## src/sv/sfc_pkg.sv

```systemverilog
// ----------------------------------------------------------------------------
// sfc_pkg: shared definitions for the spectrum packet framer
// Packet geometry, framing constants, queue entry types and the CRC-16 step.
// ----------------------------------------------------------------------------
package sfc_pkg;

    localparam int BINS       = 512;
    localparam int LAST_INDEX = 2 * BINS;
    localparam int POS_W      = $clog2(LAST_INDEX + 1);

    localparam logic [15:0] CRC_POLY   = 16'hA001;
    localparam logic [15:0] CRC_SEED   = 16'hFFFF;
    localparam logic [7:0]  HDR_FIRST  = 8'hAA;
    localparam logic [7:0]  HDR_SECOND = 8'hBB;

    // One packet word with its place in the packet
    typedef struct packed {
        logic [31:0] word;
        logic        first;
        logic        last;
    } entry_t;

    // Queue status seen by the front and the back
    typedef struct packed {
        logic nonempty;
        logic full;
    } q_stat_t;

    // Reflected CRC-16 update over one byte
    function automatic logic [15:0] crc_byte(input logic [15:0] crc, input logic [7:0] b);
        logic [15:0] c;
        c = crc ^ {8'h00, b};
        for (int k = 0; k < 8; k++)
        begin
            if (c[0])
            begin
                c = (c >> 1) ^ CRC_POLY;
            end
            else
            begin
                c = c >> 1;
            end
        end
        return c;
    endfunction

endpackage

```

## src/sv/sfc_front.sv

```systemverilog
// ----------------------------------------------------------------------------
// sfc_front: word intake
// Accepts packet words, tags the first and last word of each packet and
// pushes them into the queue.
// ----------------------------------------------------------------------------
module sfc_front (
    input  logic            clk,
    input  logic            rst_n,
    input  logic            in_valid,
    output logic            in_ready,
    input  logic [31:0]     data_word,
    input  sfc_pkg::q_stat_t q_stat,
    output logic            push,
    output sfc_pkg::entry_t push_entry
);

    logic [sfc_pkg::POS_W-1:0] pos_reg;
    logic [sfc_pkg::POS_W-1:0] pos_next;
    logic                      is_first;
    logic                      is_last;

    assign is_first = (pos_reg == '0);
    assign is_last  = (pos_reg == sfc_pkg::POS_W'(sfc_pkg::LAST_INDEX));
    assign in_ready = !q_stat.full;
    assign push     = in_valid && in_ready;

    assign push_entry.word  = data_word;
    assign push_entry.first = is_first;
    assign push_entry.last  = is_last;

    always_comb
    begin
        pos_next = pos_reg;
        if (push)
        begin
            pos_next = is_last ? '0 : pos_reg + 1'b1;
        end
    end

    always_ff @(posedge clk or negedge rst_n)
    begin
        if (!rst_n)
        begin
            pos_reg <= '0;
        end
        else
        begin
            pos_reg <= pos_next;
        end
    end

endmodule

```

## src/sv/sfc_queue.sv

```systemverilog
// ----------------------------------------------------------------------------
// sfc_queue: two-entry word queue
// Decouples word intake from byte serialization.
// ----------------------------------------------------------------------------
module sfc_queue (
    input  logic             clk,
    input  logic             rst_n,
    input  logic             push,
    input  sfc_pkg::entry_t  push_entry,
    input  logic             pop,
    output sfc_pkg::entry_t  pop_entry,
    output sfc_pkg::q_stat_t q_stat
);

    sfc_pkg::entry_t mem [0:1];
    logic            wr_ptr_reg;
    logic            rd_ptr_reg;
    logic [1:0]      count_reg;
    logic [1:0]      count_next;

    assign q_stat.nonempty = (count_reg != 2'd0);
    assign q_stat.full     = (count_reg == 2'd2);
    assign pop_entry       = mem[rd_ptr_reg];

    always_comb
    begin
        count_next = count_reg;
        if (push && !pop)
        begin
            count_next = count_reg + 2'd1;
        end
        else if (pop && !push)
        begin
            count_next = count_reg - 2'd1;
        end
    end

    always_ff @(posedge clk)
    begin
        if (push)
        begin
            mem[wr_ptr_reg] <= push_entry;
        end
    end

    always_ff @(posedge clk or negedge rst_n)
    begin
        if (!rst_n)
        begin
            wr_ptr_reg <= 1'b0;
            rd_ptr_reg <= 1'b0;
            count_reg  <= 2'd0;
        end
        else
        begin
            count_reg <= count_next;
            if (push)
            begin
                wr_ptr_reg <= !wr_ptr_reg;
            end
            if (pop)
            begin
                rd_ptr_reg <= !rd_ptr_reg;
            end
        end
    end

endmodule

```

## src/sv/sfc_back.sv

```systemverilog
// ----------------------------------------------------------------------------
// sfc_back: byte serializer and CRC
// Walks each queued word through header (first only), data and CRC (last only)
// bytes, one byte per cycle while not stalled, updating the CRC-16 and driving the registered output.
// ----------------------------------------------------------------------------
module sfc_back (
    input  logic             clk,
    input  logic             rst_n,
    input  sfc_pkg::q_stat_t q_stat,
    input  sfc_pkg::entry_t  pop_entry,
    output logic             pop,
    output logic             out_valid,
    input  logic             out_ready,
    output logic [7:0]       out_byte,
    output logic             end_of_packet
);

    localparam logic [2:0] STEP_HDR0   = 3'd0;
    localparam logic [2:0] STEP_HDR1   = 3'd1;
    localparam logic [2:0] STEP_B0     = 3'd2;
    localparam logic [2:0] STEP_B1     = 3'd3;
    localparam logic [2:0] STEP_B2     = 3'd4;
    localparam logic [2:0] STEP_B3     = 3'd5;
    localparam logic [2:0] STEP_CRC_LO = 3'd6;
    localparam logic [2:0] STEP_CRC_HI = 3'd7;

    logic        busy_reg;
    logic        busy_next;
    logic [2:0]  step_reg;
    logic [2:0]  step_next;
    logic [31:0] word_reg;
    logic        last_reg;
    logic [15:0] crc_reg;
    logic [15:0] crc_next;
    logic        out_valid_reg;
    logic [7:0]  out_byte_reg;
    logic        eop_reg;

    logic        emit;
    logic        done_now;
    logic        load;
    logic [7:0]  cur_byte;
    logic        cur_is_crc;

    assign out_valid     = out_valid_reg;
    assign out_byte      = out_byte_reg;
    assign end_of_packet = eop_reg;

    assign emit     = busy_reg && (!out_valid_reg || out_ready);
    assign done_now = emit && (((step_reg == STEP_B3) && !last_reg) ||
                               (step_reg == STEP_CRC_HI));
    assign load     = q_stat.nonempty && (!busy_reg || done_now);
    assign pop      = load;

    always_comb
    begin
        cur_is_crc = 1'b0;
        unique case (step_reg)
            STEP_HDR0:   cur_byte = sfc_pkg::HDR_FIRST;
            STEP_HDR1:   cur_byte = sfc_pkg::HDR_SECOND;
            STEP_B0:     cur_byte = word_reg[7:0];
            STEP_B1:     cur_byte = word_reg[15:8];
            STEP_B2:     cur_byte = word_reg[23:16];
            STEP_B3:     cur_byte = word_reg[31:24];
            STEP_CRC_LO:
            begin
                cur_byte   = crc_reg[7:0];
                cur_is_crc = 1'b1;
            end
            default:
            begin
                cur_byte   = crc_reg[15:8];
                cur_is_crc = 1'b1;
            end
        endcase
    end

    always_comb
    begin
        step_next = step_reg;
        busy_next = busy_reg;
        crc_next  = crc_reg;
        if (emit)
        begin
            unique case (step_reg)
                STEP_HDR0:   step_next = STEP_HDR1;
                STEP_HDR1:   step_next = STEP_B0;
                STEP_B0:     step_next = STEP_B1;
                STEP_B1:     step_next = STEP_B2;
                STEP_B2:     step_next = STEP_B3;
                STEP_B3:     step_next = STEP_CRC_LO;
                STEP_CRC_LO: step_next = STEP_CRC_HI;
                default:     step_next = STEP_HDR0;
            endcase
            if (!cur_is_crc)
            begin
                crc_next = sfc_pkg::crc_byte(crc_reg, cur_byte);
            end
            if (done_now)
            begin
                busy_next = 1'b0;
            end
        end
        // A new packet reseeds; it never overlaps a data byte of the old one
        if (load)
        begin
            busy_next = 1'b1;
            step_next = pop_entry.first ? STEP_HDR0 : STEP_B0;
            if (pop_entry.first)
            begin
                crc_next = sfc_pkg::CRC_SEED;
            end
        end
    end

    always_ff @(posedge clk)
    begin
        if (load)
        begin
            word_reg <= pop_entry.word;
            last_reg <= pop_entry.last;
        end
        if (emit)
        begin
            out_byte_reg <= cur_byte;
            eop_reg      <= (step_reg == STEP_CRC_HI);
        end
    end

    always_ff @(posedge clk or negedge rst_n)
    begin
        if (!rst_n)
        begin
            busy_reg      <= 1'b0;
            step_reg      <= STEP_HDR0;
            crc_reg       <= sfc_pkg::CRC_SEED;
            out_valid_reg <= 1'b0;
        end
        else
        begin
            busy_reg <= busy_next;
            step_reg <= step_next;
            crc_reg  <= crc_next;
            if (emit)
            begin
                out_valid_reg <= 1'b1;
            end
            else if (out_ready)
            begin
                out_valid_reg <= 1'b0;
            end
        end
    end

endmodule

```

## src/sv/spectrum_packet_framer_crc16_unit.sv

```systemverilog
// ----------------------------------------------------------------------------
// spectrum_packet_framer_crc16_unit: spectrum packet framer with CRC-16
// Frames 2*BINS+1 words per packet into bytes with header and MODBUS CRC.
// ----------------------------------------------------------------------------
// A packet is BINS magnitude words, BINS phase words and one sample rate
// word, taken one 32-bit word per input handshake. Each word leaves as four
// bytes, least significant first; the first word is preceded by 0xAA 0xBB
// and the last is followed by the CRC-16 (poly 0xA001 reflected, seed
// 0xFFFF, low byte first), whose high byte carries end_of_packet. The output
// register delivers one byte per cycle while out_ready takes them, and the
// first and last words of a packet carry two more bytes than the others. A
// two-word queue sits between intake and the byte serializer; an accepted
// word passes the queue, the serializer state and the output register.
module spectrum_packet_framer_crc16_unit (
    input  logic        clk,
    input  logic        rst_n,
    input  logic        in_valid,
    output logic        in_ready,
    input  logic [31:0] data_word,
    output logic        out_valid,
    input  logic        out_ready,
    output logic [7:0]  out_byte,
    output logic        end_of_packet
);

    sfc_pkg::q_stat_t q_stat;
    sfc_pkg::entry_t  push_entry;
    sfc_pkg::entry_t  pop_entry;
    logic             push;
    logic             pop;

    sfc_front u_front (
        .clk        (clk),
        .rst_n      (rst_n),
        .in_valid   (in_valid),
        .in_ready   (in_ready),
        .data_word  (data_word),
        .q_stat     (q_stat),
        .push       (push),
        .push_entry (push_entry)
    );

    sfc_queue u_queue (
        .clk        (clk),
        .rst_n      (rst_n),
        .push       (push),
        .push_entry (push_entry),
        .pop        (pop),
        .pop_entry  (pop_entry),
        .q_stat     (q_stat)
    );

    sfc_back u_back (
        .clk           (clk),
        .rst_n         (rst_n),
        .q_stat        (q_stat),
        .pop_entry     (pop_entry),
        .pop           (pop),
        .out_valid     (out_valid),
        .out_ready     (out_ready),
        .out_byte      (out_byte),
        .end_of_packet (end_of_packet)
    );

    // First and last word of a packet are always distinct words
    a_first_not_last: assert property (@(posedge clk) disable iff (!rst_n)
        push |-> !(push_entry.first && push_entry.last))
        else $error("word tagged both first and last");

    a_pop_nonempty: assert property (@(posedge clk) disable iff (!rst_n)
        pop |-> q_stat.nonempty)
        else $error("pop from empty queue");

    a_push_not_full: assert property (@(posedge clk) disable iff (!rst_n)
        push |-> !q_stat.full)
        else $error("push into full queue");

endmodule

```

## config.mk

```make
export PLATFORM = sky130hd
export DESIGN_NAME = spectrum_packet_framer_crc16_unit
export DESIGN_NICKNAME = d
export VERILOG_FILES = /design/src/sv/sfc_pkg.sv /design/src/sv/sfc_front.sv /design/src/sv/sfc_queue.sv /design/src/sv/sfc_back.sv /design/src/sv/spectrum_packet_framer_crc16_unit.sv
export SDC_FILE = /design/constraint.sdc
export NUM_CORES = 1
export LEC_CHECK = 0
export ABC_AREA = 1
export BUFFER_PORTS_ARGS = -buffer_cell sky130_fd_sc_hd__buf_2
export CELL_PAD_IN_SITES_DETAIL_PLACEMENT = 1
export CELL_PAD_IN_SITES_GLOBAL_PLACEMENT = 1
export CORE_ASPECT_RATIO = 0.5
export CORE_MARGIN = 3
export CORE_UTILIZATION = 30
export DETAILED_ROUTE_END_ITERATION = 10
export PLACE_DENSITY_LB_ADDON = 0.1
export SYNTH_ARGS = -nofsm -noshare
export SYNTH_HDL_FRONTEND = slang
export SYNTH_HIERARCHICAL = 1
export SYNTH_SLANG_ARGS = --single-unit
export TNS_END_PERCENT = 100
```

## constraint.sdc

```tcl
create_clock -name clk -period 3.4 [get_ports clk]
set_input_delay 0.68 -clock clk [delete_from_list [all_inputs] [get_ports clk]]
set_output_delay 0.68 -clock clk [all_outputs]
set_load 0.01 [all_outputs]
```

==> reports/summary.md, run 1 <==
* 3.33 nW — Lkg Pwr
* 8 — Worst Reg-to-Reg Cells
* 79.9% — period utilization
* 16.8 um — post-DR wirelength/cell
* 657 — syn nets
* 125 x sky130_fd_sc_hd__nand2_1, 110 x sky130_fd_sc_hd__edfxtp_1, 65 x sky130_fd_sc_hd__inv_1 — commonest non-fill, non-tap cells in the layout
* 0 — gr ovfl total
* 4.46 — Vias/cell
* 6.97% — proportion of synthesized area in mux cells
* 146 — number of clock sinks
* 4,516 — via count of the first global-routing pass
* flop to flop — Worst Setup Path Type
* 1030 nW/um2 — cell area power density
* 0 — count of endpoints failing hold in the final timing report
* 30.0% — layout cell share with drive strength beyond 1
* 38 — row count
* 3.70 ns — CP required
* 17 — clock buffers created by TritonCTS
* 0.68 ns — Register-to-Register Setup Slack
* 0.770 — routability-driven placement congestion ratio
* 37 — largest net degree at the start of global routing
* primary input to asynchronous set/reset pin — Tightest Hold Check Type
* 17 — critical-path maximum fanout
* 343 uV — IR Drop Worst-Case VDD
* 0 ns — final-layout setup total negative slack
* simple AND/OR/NAND/NOR gates — largest family of logic cells by synthesized area
* 618 — post-synthesis cell count
* 0 — Antenna Violating Nets Remaining
* 214 — violation count after the first detailed-routing iteration
* 24.7% — ys async rst share
* 46.8% — fraction of post-synthesis cell area in the top cell type by area
* 2 — CTS max path bufs
* 3.02 ns — CP Data Arrival Time
* 18.6% — area share of and/or/nand/nor cells after synthesis
* 4,267 — total via count in the routed design
* 2.72 ns — shortest period the worst path allows
* 0 — number of max-cap violations
* 22,300 um2 — core area
* no — unrepaired setup endpoints after global routing
* 11.5 mm — detailed placer's ending HPWL
* 7920 um2 — final design area excluding fillers
* 6 — YS warnings
* 1.12% — xor and xnor fraction of the mapped netlist area
* u_back/step_reg[2] — RR Startpoint
* 46 — number of buffer cells added on primary ports
* 31.6% — initial core utilization
* 0 — final setup fails
* 4 — count of TritonRoute iterations in the first routing pass
* 0.43 ns — clk_lat worst skew
* flop — Critical Path Source Type
* 47 — I/O pin count
* 7050 um2 — Mapped Area
* 146 — Seq cells post-synth
* u_back/step_reg[2] — worst setup path start
* sky130_fd_sc_hd__edfxtp_1 — top cell type by total area after synthesis
* sky130_fd_sc_hd__clkbuf_16 — master cell of the clock root buffer
* 0 — Pins Over Slew Limit
* u_back/step_reg[1] — termination of the worst setup path
* 114 um — Chip Height
* 0 — hold_buf cts
* 0 — DRC violation count after routing
* 682 — Net count, final
* 223 um — overall die width
* 16.0 mm — Final Routed Wirelength
* sky130_fd_sc_hd__edfxtp_1 — top flip-flop cell by instance count after synthesis
* 0.978 ns — actual slew at the worst max-slew pin
* u_back/step_reg[1] — endpoint of the worst register-to-register path
* 7350 um2 — total placed instance area
* 0 — # diodes
* 68 — max reg flops
* 0 — buffers inserted during post-CTS setup optimization
* 0.07 ns — clock-pin slew on the worst setup and hold paths
* 3.46% — post-synthesis compound-gate area fraction
* 39 — count of unique library cells instantiated by Yosys
* 0.00812 ns — setup clock skew after layout
* flop — Worst Setup End Kind
* sky130_fd_sc_hd__nand2_1 — commonest non-fill, non-tap cell in the layout
* complete, no violations — outcome
* 12.3% — Layout Area Growth over Synthesis
* 25.8 mm — global-route wire length before repair
* 0.532% — adder-cell share of the synthesized area
* 4 — H-Tree Level Count
* 0 — total of cells resized after clock tree synthesis
* 34.8% — Max-Slew Margin vs Limit
* 59.9% — sequential element share of the synthesized area
* 0 — antenna violations before repair
* sky130_fd_sc_hd__edfxtp_1 47%, sky130_fd_sc_hd__dfrtp_1 7.1%, sky130_fd_sc_hd__nand2_1 6.7% — leading cell types by total area after synthesis
* built — CTS tree
* 11.4 um2 — Avg Inst Size Synth
* 110 — number of synthesized flops with an enable pin
* 13.5% — global router's overall resource usage
* 25,500 um2 — die area
* 368 MHz — fmax
cell usage after synthesis, types with 3 or more instances:
cell type                  count
sky130_fd_sc_hd__nor2_1       32
sky130_fd_sc_hd__nand2_2      31
sky130_fd_sc_hd__mux2_4       29
sky130_fd_sc_hd__dfrtp_1      20
sky130_fd_sc_hd__edfxtp_1    110
sky130_fd_sc_hd__o221ai_1      5
sky130_fd_sc_hd__a21oi_1       3
sky130_fd_sc_hd__a21oi_2       3
sky130_fd_sc_hd__nor3_1        5
sky130_fd_sc_hd__nor2_4        3
sky130_fd_sc_hd__buf_4        34
sky130_fd_sc_hd__nand2_1     125
sky130_fd_sc_hd__buf_12        3
sky130_fd_sc_hd__nand3_2       3
sky130_fd_sc_hd__nand3_1      44
sky130_fd_sc_hd__o21ai_0      11
sky130_fd_sc_hd__o211ai_1      9
sky130_fd_sc_hd__nand4_1      15
sky130_fd_sc_hd__inv_1        65
sky130_fd_sc_hd__buf_6         5
sky130_fd_sc_hd__ha_1          3
sky130_fd_sc_hd__xor2_1        8
sky130_fd_sc_hd__inv_2         7
sky130_fd_sc_hd__mux2_2        5
sky130_fd_sc_hd__nor2_2        7
sky130_fd_sc_hd__dfstp_2      16
sky130_fd_sc_hd__buf_2         3
cell families (layout without fill, tap and decap cells):
logic type      after synthesis  after routing
xor+xnor                      9              9
simple gates                271            271
flops                       146            146
fa+ha+maj                     3              3
buf+inv                     120            158
compound gates               35             35
mux                          34             34
metrics by stage:
| stage | worst slack, ns | power (mW) | util, % | std cells | hold WS (ns) |
|---|---|---|---|---|---|
| 2_1_floorplan | 0.324 | 5.60 | - | 618 | 0.384 |
| 3_3_place_gp | 0.656 | 6.42 | 32.9 | 924 | 0.458 |
| 3_5_place_dp | 0.630 | 6.45 | 32.9 | 924 | 0.477 |
| 4_1_cts | 0.636 | 8.34 | 35.4 | 956 | 0.406 |
| 5_1_grt | 0.407 | 8.89 | 35.4 | 956 | 0.407 |
| 6_report | 0.682 | 8.20 | 35.4 | 956 | 0.392 |
final cells by class:
cell class,instances,area [um2]
Clock buffer,17,425
Inverter,73,275
Tap cell,300,375
Clock inverter,15,148
Fill cell,2466,14400
Multi-Input combinational cell,352,2180
Timing Repair Buffer,53,295
Sequential cell,146,4230
critical path, stage by stage (launching register included):
cell	delay, ns
sky130_fd_sc_hd__dfrtp_1	0.64
sky130_fd_sc_hd__buf_4	0.28
sky130_fd_sc_hd__nand3_4	0.16
sky130_fd_sc_hd__o21ai_0	0.17
sky130_fd_sc_hd__a21oi_1	0.14
sky130_fd_sc_hd__nor2_4	0.30
sky130_fd_sc_hd__nand2_1	0.55
sky130_fd_sc_hd__o21ai_0	0.26
sky130_fd_sc_hd__o31ai_1	0.10
worst min path at each step:
stage                                     from              endpoint  slack, ns  cells after the start
after global placement    u_queue/count_reg[1]  u_queue/count_reg[1]       0.46                      2
after floorplan                          rst_n       u_back/busy_reg       0.38                      0
after global routing             data_word[26]    u_queue/mem[0][28]       0.41                      1
after detailed placement  u_queue/count_reg[1]  u_queue/count_reg[1]       0.48                      2
after CTS                        data_word[23]    u_queue/mem[0][25]       0.41                      1
final                                    rst_n    u_front/pos_reg[1]       0.39                      1
where the power goes:
part | internal, mW | total, mW | switching [mW]
Combinational | 1.20 | 3.32 | 2.12
Clock | 1.03 | 1.84 | 0.810
Sequential | 2.66 | 3.04 | 0.372
Total | 4.89 | 8.20 | 3.30
routing by layer:
layer | global-route usage, % | wire length (um) | up-vias
li1 | - | - | 2111
met1 | 18.8 | 8320 | 2095
met2 | 20.4 | 7050 | 47
met3 | 4.33 | 486 | 14
met4 | 3.38 | 168 | 0
met5 | 0 | 0 | -
No activity file was read; power rests on OpenSTA's default activity.
==> inputs of run 2 (changes only) <==
--- a/config.mk
+++ b/config.mk
@@ -5,7 +5,7 @@
 export SDC_FILE = /design/constraint.sdc
 export NUM_CORES = 1
 export LEC_CHECK = 0
-export ABC_AREA = 1
+export ABC_AREA = 0
 export BUFFER_PORTS_ARGS = -buffer_cell sky130_fd_sc_hd__buf_2
 export CELL_PAD_IN_SITES_DETAIL_PLACEMENT = 1
 export CELL_PAD_IN_SITES_GLOBAL_PLACEMENT = 1
==> constraint.sdc (replaced) <==
create_clock -name clk -period 2.6 [get_ports clk]
set_input_delay 0.52 -clock clk [delete_from_list [all_inputs] [get_ports clk]]
set_output_delay 0.52 -clock clk [all_outputs]
set_load 0.01 [all_outputs]
==> reports/summary.md, run 2 <==
* complete, no violations — outcome
* 0.00864 ns — setup clock skew after layout, +0.000528 ns
* 0 — Pins Over Slew Limit, unchanged
* 4 — count of TritonRoute iterations in the first routing pass, unchanged
* 7040 um2 — total placed instance area, -4.1%
* 68 — max reg flops, unchanged
* 15.3 um2 — Avg Inst Size Synth, +34%
* 0 — hold_buf cts, unchanged
* flop — Critical Path Source Type
* 0 — final setup fails, unchanged
* 32.6% — relative contribution of sequential cells to total power, -4.4 points
* 2.96 ns — CP required, -0.74 ns
* sky130_fd_sc_hd__edfxtp_1 50%, sky130_fd_sc_hd__dfrtp_1 7.6%, sky130_fd_sc_hd__mux2_4 6.6% — leading cell types by total area after synthesis
* 470 — syn nets, -28%
* 0.0901 ns — post-route worst setup slack, -0.592 ns
* 4 — H-Tree Level Count, unchanged
* 110 — number of synthesized flops with an enable pin, unchanged
* 751 — cell count after placement, -19%
* 6 — YS warnings, unchanged
* 6 — critical-path maximum fanout, -11
* sky130_fd_sc_hd__edfxtp_1 — commonest non-fill, non-tap cell in the layout
* 56.6% — Max-Slew Margin vs Limit, +22 points
* 0.06 ns — clock-pin slew on the worst setup and hold paths, about the same
* 0 — count of endpoints failing hold in the final timing report, unchanged
* 9.25 mm — detailed placer's ending HPWL, -19%
* 146 — number of clock sinks, unchanged
* 0.651 ns — actual slew at the worst max-slew pin, -0.326 ns
* 110 x sky130_fd_sc_hd__edfxtp_1, 34 x sky130_fd_sc_hd__buf_4, 31 x sky130_fd_sc_hd__nand2_1 — cell types with the highest counts after synthesis
* sky130_fd_sc_hd__edfxtp_1 — most frequent cell after synthesis
* 398 MHz — fmax, +8.3%
* 2 — CTS max path bufs, unchanged
* 24.7% — ys async rst share, unchanged
* 2.51 ns — shortest period the worst path allows, -0.208 ns
* 6580 um2 — Mapped Area, -6.8%
* 111 um — Chip Height, -3.3%
* 12.2% — global router's overall resource usage, -1.2 points
* 3,427 — total via count in the routed design, -20%
* 13.7 mm — Final Routed Wirelength, -15%
* sky130_fd_sc_hd__clkbuf_16 — master cell of the clock root buffer
* 31.3% — initial core utilization, -0.28 points
* 50.2% — fraction of post-synthesis cell area in the top cell type by area, +3.4 points
* 0.09 ns — Register-to-Register Setup Slack, -0.59 ns
* 0 ns — final-layout setup total negative slack, unchanged
* 46 — number of buffer cells added on primary ports, unchanged
* 20.0% — Layout Area Growth over Synthesis
* 7890 um2 — final design area excluding fillers, -0.39%
* 0.43 ns — clk_lat worst skew, about the same
* 3,729 — via count of the first global-routing pass, -17%
* 33.6% — switching share of total power, -6.7 points
* 17 — clock buffers created by TritonCTS, unchanged
* 64.2% — sequential element share of the synthesized area, +4.4 points
* 23,800 um2 — die area, -6.5%
* 47 — I/O pin count, unchanged
* sky130_fd_sc_hd__edfxtp_1 — top flip-flop cell by instance count after synthesis
* 939 uV — IR Drop Worst-Case VDD, +170%
* 0 — # diodes, unchanged
* 96.5% — period utilization, +17 points
* 45.6% — logic gate share of total power, +5.1 points
* 4.04 mW — Psw, +22%
* 0 — DRC violation count after routing, unchanged
* 0 — Antenna Violating Nets Remaining, unchanged
* 38 — largest net degree at the start of global routing, +2.7%
* 215 um — overall die width, -3.4%
* 64 — count of unique library cells instantiated by Yosys, +64%
* 2.87 ns — CP Data Arrival Time, -0.15 ns
* sky130_fd_sc_hd__edfxtp_1 — top cell type by total area after synthesis
* 0 — number of max-cap violations, unchanged
* 431 — post-synthesis cell count, -30%
* 0 — antenna violations before repair, unchanged
* 42.9% — layout cell share with drive strength beyond 1, +13 points
* 21.8% — power share of the clock group, -0.7 points
* 532 — Net count, final, -22%
* 37 — row count, -2.6%
* 798 — Cell Count, Final, Fillers Out, -17%
* 3.04 nW — Lkg Pwr, -8.5%
* 4.29 — Vias/cell, -3.8%
* 138 — violation count after the first detailed-routing iteration, -36%
* 1520 nW/um2 — cell area power density, +47%
* 17.1 um — post-DR wirelength/cell, +2.2%
* flop — Worst Setup End Kind
* 0.726 — routability-driven placement congestion ratio, -5.7%
* 146 — Seq cells post-synth, unchanged
* -0.0650 ns — Post-Place Worst Slack, -0.695 ns
* 0 — gr ovfl total, unchanged
* 21,000 um2 — core area, -5.9%
* built — CTS tree
* flop to flop — Worst Setup Path Type
* 110 x sky130_fd_sc_hd__edfxtp_1, 46 x sky130_fd_sc_hd__buf_2, 40 x sky130_fd_sc_hd__buf_4 — commonest non-fill, non-tap cells in the layout
* primary input to asynchronous set/reset pin — Tightest Hold Check Type
* 22.1 mm — global-route wire length before repair, -14%
* 7.97 mW — Internal Dissipation, +63%
==> run 2: cell types whose count changed after synthesis, sizes merged, moves of 10 or more <==
cell	previous run	this run
inv	72	13
xnor2	1	19
nand4	15	5
nor2	42	9
nand3	49	8
mux2i	0	10
nand2	156	31
xor2	8	18
==> run 2: cells by family (layout without fill, tap and decap cells) <==
family / after synthesis / count (layout) / synth area share [%]
AOI/OAI and AO/OA: 46 / 46 / 5.48
DFF: 146 / 146 / 64.2
xor gates and xnor gates: 38 / 38 / 5.75
and+or+nand+nor: 87 / 87 / 7.29
muxes: 47 / 47 / 9.51
adders and majority gates: 3 / 3 / 0.571
buffers and inverters: 64 / 139 / 7.17
==> run 2: metrics by stage <==
| stage | total power [mW] | util, % | hold WS, ns |
|---|---|---|---|
| 2_1_floorplan | 7.55 | - | 0.224 |
| 3_3_place_gp | 8.99 | 33.5 | 0.484 |
| 3_5_place_dp | 9.01 | 33.5 | 0.487 |
| 4_1_cts | 11.8 | 36.6 | 0.0875 |
| 5_1_grt | 12.8 | 37.5 | 0.103 |
| 6_report | 12.0 | 37.5 | 0.0780 |
==> run 2: worst paths after layout <==
kind                                      start  cells after the start              endpoint
max                          u_back/step_reg[0]                      9    u_back/crc_reg[14]
min reg2reg                u_queue/count_reg[1]                      1  u_queue/count_reg[1]
min                                       rst_n                      1    u_front/pos_reg[4]
min in group clk                   data_word[6]                      1     u_queue/mem[0][8]
max reg2reg                  u_back/step_reg[0]                      9    u_back/crc_reg[14]
max in group asynchronous                 rst_n                      2     u_back/crc_reg[1]
==> run 2: power groups by stage <==
stage / Combinational [mW] / Sequential (mW) / Clock, mW
after floorplan: 3.73 / 3.82 / 0
after global placement: 5.03 / 3.96 / 0
after detailed placement: 5.04 / 3.97 / 0
after CTS: 5.11 / 3.95 / 2.71
after global routing: 6.00 / 4.01 / 2.82
final: 5.47 / 3.92 / 2.62
==> run 2: final cells by class <==
class | instances | area, um2
inverters | 13 | 48.8
well taps | 292 | 365
repair buffers | 94 | 659
clock inverters | 14 | 196
multi-input cells | 221 | 1960
flip-flops and latches | 146 | 4230
clock buffers | 18 | 429
fillers | 2193 | 13100
==> run 2: per-layer routing <==
metal	GRT usage (%)	vias to the layer above	share of wire [%]
met5	0	-	0
met4	3.30	0	0.80
met3	4.27	10	3.4
met2	16.7	38	42
met1	18.2	1727	53
li1	-	1652	-
==> run 2: worst max-delay path, stage by stage (launching register included) <==
cell and delay, ns:
sky130_fd_sc_hd__dfrtp_2 0.44, sky130_fd_sc_hd__buf_6 0.14, sky130_fd_sc_hd__and3b_1 0.19, sky130_fd_sc_hd__o32a_1 0.31, sky130_fd_sc_hd__o21ai_2 0.10, sky130_fd_sc_hd__xor2_2 0.23, sky130_fd_sc_hd__xor2_2 0.20, sky130_fd_sc_hd__xnor3_2 0.49
sky130_fd_sc_hd__xor2_1 0.16, sky130_fd_sc_hd__a31o_1 0.18
==> run 2: what timing repair did <==
item                                    in CTS  in global routing
gates resized for setup                      6                 22
setup buffers                                0                 15
endpoints found under the setup margin       3                  3
endpoints found under the hold margin        0                  0
pin swaps                                    0                 11
